**src/rtl/pal_pkg.sv**
```systemverilog
// Package: shared types and constants for the positional array list.
package pal_pkg;

  localparam int CAPACITY = 16;
  localparam int IDX_W    = (CAPACITY > 1) ? $clog2(CAPACITY) : 1;
  localparam int CNT_W    = $clog2(CAPACITY + 1);
  localparam int POS_W    = 5;
  localparam int CMP_W    = (CNT_W > POS_W) ? CNT_W : POS_W;
  localparam int VAL_W    = 32;
  localparam int FOUND_W  = 4;
  localparam int COUNT_W  = 5;
  localparam int IN_W     = 40;
  localparam int OUT_W    = 16;

  typedef enum logic [1:0] {
    OP_INSERT = 2'd0,
    OP_DELETE = 2'd1,
    OP_FIND   = 2'd2,
    OP_NONE   = 2'd3
  } op_t;

  typedef enum logic [1:0] {
    ST_OK        = 2'd0,
    ST_FULL      = 2'd1,
    ST_BAD_POS   = 2'd2,
    ST_NOT_FOUND = 2'd3
  } status_t;

  // Broadcast from the controller to every cell.
  typedef struct packed {
    logic             do_ins;
    logic             do_del;
    logic [IDX_W-1:0] pos;
    logic [VAL_W-1:0] value;
  } cell_ctl_t;

endpackage

```
**src/rtl/pal_cell.sv**
```systemverilog
// One list slot: holds an entry, shifts with its neighbors, compares on find.
module pal_cell
  import pal_pkg::*;
(
  input  logic             clk,
  input  cell_ctl_t        ctl,
  input  logic [IDX_W-1:0] cell_idx,
  input  logic [VAL_W-1:0] left_data,
  input  logic [VAL_W-1:0] right_data,
  output logic [VAL_W-1:0] data,
  output logic             match
);

  logic [VAL_W-1:0] entry_r;
  logic [VAL_W-1:0] entry_nxt;

  always_comb begin
    entry_nxt = entry_r;
    if (ctl.do_ins) begin
      if (cell_idx > ctl.pos) begin
        entry_nxt = left_data;
      end else if (cell_idx == ctl.pos) begin
        entry_nxt = ctl.value;
      end
    end else if (ctl.do_del) begin
      if (cell_idx >= ctl.pos) begin
        entry_nxt = right_data;
      end
    end
  end

  always_ff @(posedge clk) begin
    entry_r <= entry_nxt;
  end

  assign data  = entry_r;
  assign match = (entry_r == ctl.value);

endmodule

```
**src/rtl/positional_array_list.sv**
```systemverilog
// Top level: list controller, row of cells and output register.
//
//   channel | dir | tdata fields (low bit up)
//   in_     | in  | operation[1:0], value[33:2], position[38:34], zero pad
//   out_    | out | status[1:0], found_position[5:2], count[10:6], zero pad
//
// One item per cycle: every cell shifts or compares at once, and the count and
// status are resolved in the same cycle, so a result is registered in the cycle
// after its transfer. The output register lets the next item in while the
// result is taken. Reset clears the count and the output valid; entries stay
// undefined and are never read above the count. A stall on out_ holds in_.
module positional_array_list
  import pal_pkg::*;
(
  input  logic             clk,
  input  logic             rst_n,
  input  logic             in_tvalid,
  output logic             in_tready,
  input  logic [IN_W-1:0]  in_tdata,   // operation, value, position
  output logic             out_tvalid,
  input  logic             out_tready,
  output logic [OUT_W-1:0] out_tdata   // status, found_position, count
);

  logic [1:0]       op_raw;
  logic [VAL_W-1:0] in_value;
  logic [POS_W-1:0] in_pos;
  logic             in_xfer;
  logic [CMP_W-1:0] pos_x;
  logic [CMP_W-1:0] cnt_x;

  logic [CNT_W-1:0] count_r;
  logic [CNT_W-1:0] count_nxt;
  logic             out_valid_r;
  status_t          status_r;
  logic [FOUND_W-1:0] found_r;
  logic [COUNT_W-1:0] count_out_r;

  status_t          status_nxt;
  logic [IDX_W-1:0] found_idx;
  logic             any_match;
  logic             full;

  cell_ctl_t        ctl;
  logic [VAL_W-1:0] cell_data  [CAPACITY];
  logic [CAPACITY-1:0] cell_match;
  logic [CAPACITY-1:0] hit;

  assign op_raw   = in_tdata[1:0];
  assign in_value = in_tdata[33:2];
  assign in_pos   = in_tdata[38:34];
  assign in_tready = !out_valid_r || out_tready;
  assign in_xfer   = in_tvalid && in_tready;

  assign pos_x = CMP_W'(in_pos);
  assign cnt_x = CMP_W'(count_r);
  assign full  = (count_r == CNT_W'(CAPACITY));

  // Lowest valid cell holding the value.
  always_comb begin
    found_idx = '0;
    any_match = 1'b0;
    for (int i = CAPACITY - 1; i >= 0; i--) begin
      hit[i] = cell_match[i] && (CNT_W'(i) < count_r);
      if (hit[i]) begin
        found_idx = IDX_W'(i);
        any_match = 1'b1;
      end
    end
  end

  always_comb begin
    ctl.do_ins = 1'b0;
    ctl.do_del = 1'b0;
    ctl.pos    = pos_x[IDX_W-1:0];
    ctl.value  = in_value;
    status_nxt = ST_OK;
    count_nxt  = count_r;
    case (op_raw)
      OP_INSERT: begin
        if (full) begin
          status_nxt = ST_FULL;
        end else if (pos_x > cnt_x) begin
          status_nxt = ST_BAD_POS;
        end else begin
          ctl.do_ins = in_xfer;
          count_nxt  = count_r + CNT_W'(1);
        end
      end
      OP_DELETE: begin
        if (pos_x >= cnt_x) begin
          status_nxt = ST_BAD_POS;
        end else begin
          ctl.do_del = in_xfer;
          count_nxt  = count_r - CNT_W'(1);
        end
      end
      OP_FIND: begin
        if (!any_match) begin
          status_nxt = ST_NOT_FOUND;
        end
      end
      default: begin
        status_nxt = ST_OK;
      end
    endcase
  end

  for (genvar g = 0; g < CAPACITY; g++) begin : g_cell
    logic [VAL_W-1:0] left_in;
    logic [VAL_W-1:0] right_in;
    if (g == 0) begin : g_first
      assign left_in = in_value;
    end else begin : g_mid_l
      assign left_in = cell_data[g-1];
    end
    if (g == CAPACITY - 1) begin : g_last
      assign right_in = '0;
    end else begin : g_mid_r
      assign right_in = cell_data[g+1];
    end
    pal_cell u_cell (
      .clk        (clk),
      .ctl        (ctl),
      .cell_idx   (IDX_W'(g)),
      .left_data  (left_in),
      .right_data (right_in),
      .data       (cell_data[g]),
      .match      (cell_match[g])
    );
  end

  always_ff @(posedge clk) begin
    if (!rst_n) begin
      count_r     <= '0;
      out_valid_r <= 1'b0;
    end else begin
      if (in_xfer) begin
        count_r     <= count_nxt;
        out_valid_r <= 1'b1;
      end else if (out_tready) begin
        out_valid_r <= 1'b0;
      end
    end
  end

  always_ff @(posedge clk) begin
    if (in_xfer) begin
      status_r    <= status_nxt;
      found_r     <= (op_raw == OP_FIND && any_match) ? FOUND_W'(found_idx) : '0;
      count_out_r <= COUNT_W'(count_nxt);
    end
  end

  assign out_tvalid = out_valid_r;
  assign out_tdata  = {5'b0, count_out_r, found_r, status_r};

  a_count_range: assert property (@(posedge clk) disable iff (!rst_n)
    count_r <= CNT_W'(CAPACITY))
    else $error("count above capacity");

  a_ins_grows: assert property (@(posedge clk) disable iff (!rst_n)
    ctl.do_ins |=> count_r == CNT_W'($past(count_r) + CNT_W'(1)))
    else $error("insert did not grow count");

  a_del_shrinks: assert property (@(posedge clk) disable iff (!rst_n)
    ctl.do_del |=> count_r == CNT_W'($past(count_r) - CNT_W'(1)))
    else $error("delete did not shrink count");

  a_full_count: assert property (@(posedge clk) disable iff (!rst_n)
    (out_valid_r && status_r == ST_FULL) |-> count_out_r == COUNT_W'(CAPACITY))
    else $error("full status with count below capacity");

  a_result_follows: assert property (@(posedge clk) disable iff (!rst_n)
    in_xfer |=> out_valid_r)
    else $error("transfer without result");

endmodule
```
**config.mk**
```make
export PLATFORM = sky130hd
export DESIGN_NAME = positional_array_list
export DESIGN_NICKNAME = d
export VERILOG_FILES = /design/src/rtl/pal_pkg.sv /design/src/rtl/pal_cell.sv /design/src/rtl/positional_array_list.sv
export SDC_FILE = /design/constraint.sdc
export NUM_CORES = 2
export LEC_CHECK = 0
export BUFFER_PORTS_ARGS = -buffer_cell sky130_fd_sc_hd__buf_2
export CAP_MARGIN = 20
export CORE_MARGIN = 2
export CORE_UTILIZATION = 55
export CTS_BUF_LIST = sky130_fd_sc_hd__clkbuf_8
export CTS_CLUSTER_DIAMETER = 80
export DETAILED_ROUTE_END_ITERATION = 10
export PLACE_DENSITY = 0.81
export SLEW_MARGIN = 20
export SYNTH_ARGS = -nofsm -noshare
export SYNTH_HDL_FRONTEND = slang
export SYNTH_SLANG_ARGS = --single-unit
export TNS_END_PERCENT = 1
```
**constraint.sdc**
```tcl
create_clock -name clk -period 7.27 [get_ports clk]
set_input_delay 0.727 -clock clk [delete_from_list [all_inputs] [get_ports clk]]
set_output_delay 0.727 -clock clk [all_outputs]
set_load 0.005 [all_outputs]
```
==> metrics <==
status=finished, final reports clean; Final Max Tran Viols=0; Reg power frac=51.2%; Placement Setup Slack=2.57 ns; drt via density=6.34; top cells by area, synth=edfxtp_1, mux2i_1, xnor2_1; Yosys cell types=56; initial DRC count=3880; Top delay family on crit path=buffers and inverters; Syn Area/Cell=10.2 µm²; CP startpoint kind=flop; ANT nets after route=0; RSZ-0062 raised after global routing=false; initial antenna violation count=6; gpl congestion=0.940; TritonCTS buffer count=88; CP bufs+invs=4; switch share=28.1%; layout cell share with drive strength beyond 1=7.77%; IO Port Bufs=55; WL final=95.0 mm; most numerous cell in the Yosys netlist=nand2_1; sequential cell area=0.0158 mm²; #FFs+latches synth=529; Syn-to-layout area delta=6.36%; Synth top area share=47.5%; Cell Chain, Critical Path=clkinv_1 > ha_1 > and3_1 > o21ai_1 > a32oi_1 > nor3_2 > buf_4 > nor2_2 > inv_1 > and2_1 > buf_4; Setup Buffers After CTS=0; top post-synthesis cells by count=nand2_1, edfxtp_1, o21ai_0; hold buffer count at cts=0; # resized after CTS=0; Worst Setup End Kind=flop; synth warn=0; layout net count=3189; Post-Syn Instances=3235; clock skew=0.0320 ns; Peak VDD IR=156 µV; crit-path max cell delay=0.78 ns; Critical-path top delay cell=dfxtp_1; register area share after synthesis=47.9%; Psw=1.92 mW; Hold Path Class=in2reg; CP max FO=33; post-layout util=59.4%; Placeable Area=0.0592 mm²; H-tree levels=3; gr usage total=29.9%; TNS Setup=0 ns; CTS tree=done; global route total overflow=0; top_reg_cell synth=edfxtp_1; Residual DRC=0; Die Wd=249 µm; worst-case reg-to-reg path depth=11; WP depth=11; Gate power share=12.8%; footprint of the multi-input gates=0.0160 mm²; Worst Max-Slew Pin Slew=1.12 ns; asr flop ratio synth=0%; clock share of power=36.1%; HPWL Detailed=65.0 mm; critical path data arrival time=5.34 ns; Setup CP Type=reg2reg; Post-synth EDFFs=523; Final Critical Period=4.96 ns; leakage power=13.7 nW; starting density of the core=55.8%; number of global-route vias before repair=24100; slew margin rel.=24.5%; DIE HEIGHT=249 µm; Max Cap Viol=0; Tcrit/Tclk final=68.2%; pwr dens=194 mW/mm²; clock-pin slew on the worst setup and hold paths=0.07 ns; vias=25200; DRT Pass-1 Iters=6; most used cell, CP=buf_4; Power Total=6.83 mW; detailed-route wire length per cell=23.9 µm; Highest Clock Rate=0.202 GHz; hold path depth=3; cell internal pwr=4.91 mW; CTS Sinks=529; I/O pin cnt=62; CTS root buf=clkbuf_8; final worst setup slack=2.31 ns; CP required=7.66 ns; die area=0.0621 mm²; largest area contributor in the netlist=edfxtp_1; Site Rows=89; first-pass GRT wire length=144 mm; CTS max path bufs=3; setup violators final=0; Synth Cell Area=0.0331 mm²; Fill cells=4788; worst skew pair latency=0.71 ns; Final Hold Fails=0; largest net degree at the start of global routing=216
[worst min-delay path, stage by stage]
cell and delay (ns):
buf_2 0.10, inv_1 0.05, a21boi_0 0.08
[state kept, by name, summed over array words and instances (netlist names)]
| signal | count |
|---|---|
| g_cell.u_cell.data | 512 |
| count_out_r | 5 |
| found_r | 4 |
| cnt_x | 5 |
| status_r | 2 |
| out_tvalid | 1 |
[layout make-up]
class                   count  area share, %
clock inverters            70          0.918
repair buffers            116           2.37
multi-input cells        2390           45.4
flip-flops and latches    529           45.0
clock buffers              89           3.48
diodes                      1        0.00711
inverters                  12          0.128
well taps                 773           2.75
[power groups by stage]
stage	combinational, mW	sequential, mW	clock, mW
final	0.872	3.49	2.46
after CTS	0.844	3.49	2.45
after floorplan	0.630	3.53	0
after global routing	0.929	3.50	2.59
after global placement	0.819	3.55	0
after detailed placement	0.839	3.55	0
[cell usage in the layout, fill, tap and decap left out, drive strengths merged, types with 22 or more instances in the layout]
master and instances:
nand2 626, edfxtp 523, o21ai 462, mux2i 449
xnor2 285, xor2 231, buf 116, clkbuf 89
nand4 80, nor4 68, inv 57, a21oi 51
clkinv 22
[worst paths after layout]
check	end	startpoint	slack, ns
worst max-delay path	g_cell[9].u_cell.data[2]$_DFFE_PP_	cnt_x[4]$_SDFFE_PN0P_	2.31
worst min-delay path	out_tvalid$_SDFFE_PN0P_	in_tvalid	0.31
worst max register to register	g_cell[9].u_cell.data[2]$_DFFE_PP_	cnt_x[4]$_SDFFE_PN0P_	2.31
worst min register to register	out_tvalid$_SDFFE_PN0P_	out_tvalid$_SDFFE_PN0P_	0.55
[per-layer routing]
layer	share of wire, %	vias up	track usage (%)
met1	40	12300	42.5
met3	13	181	8.14
li1	-	11200	-
met5	0.043	-	0
met4	2.5	6	8.67
met2	44	1594	44.9
[cell families (layout without fill, tap and decap cells)]
logic type | after synthesis | in the layout | share of synthesized area (%)
simple gates | 869 | 869 | 11.5
compound gates | 543 | 543 | 8.56
flops | 529 | 529 | 47.9
xor+xnor | 516 | 516 | 13.7
mux | 449 | 449 | 13.6
buf+inv | 320 | 287 | 4.51
fa+ha+maj | 8 | 8 | 0.303
other cells | 1 | 6 | 0.0113
[stage by stage]
stage	hold WS (ns)	cell area, µm²	instances
after floorplan	0.543	33100	3239
after global placement	0.512	33600	3817
after detailed placement	0.557	33600	3818
after CTS	0.300	35100	3977
after global routing	0.337	35200	3980
final	0.313	35200	3980
Note: power is estimated with default switching activity, not from simulation.
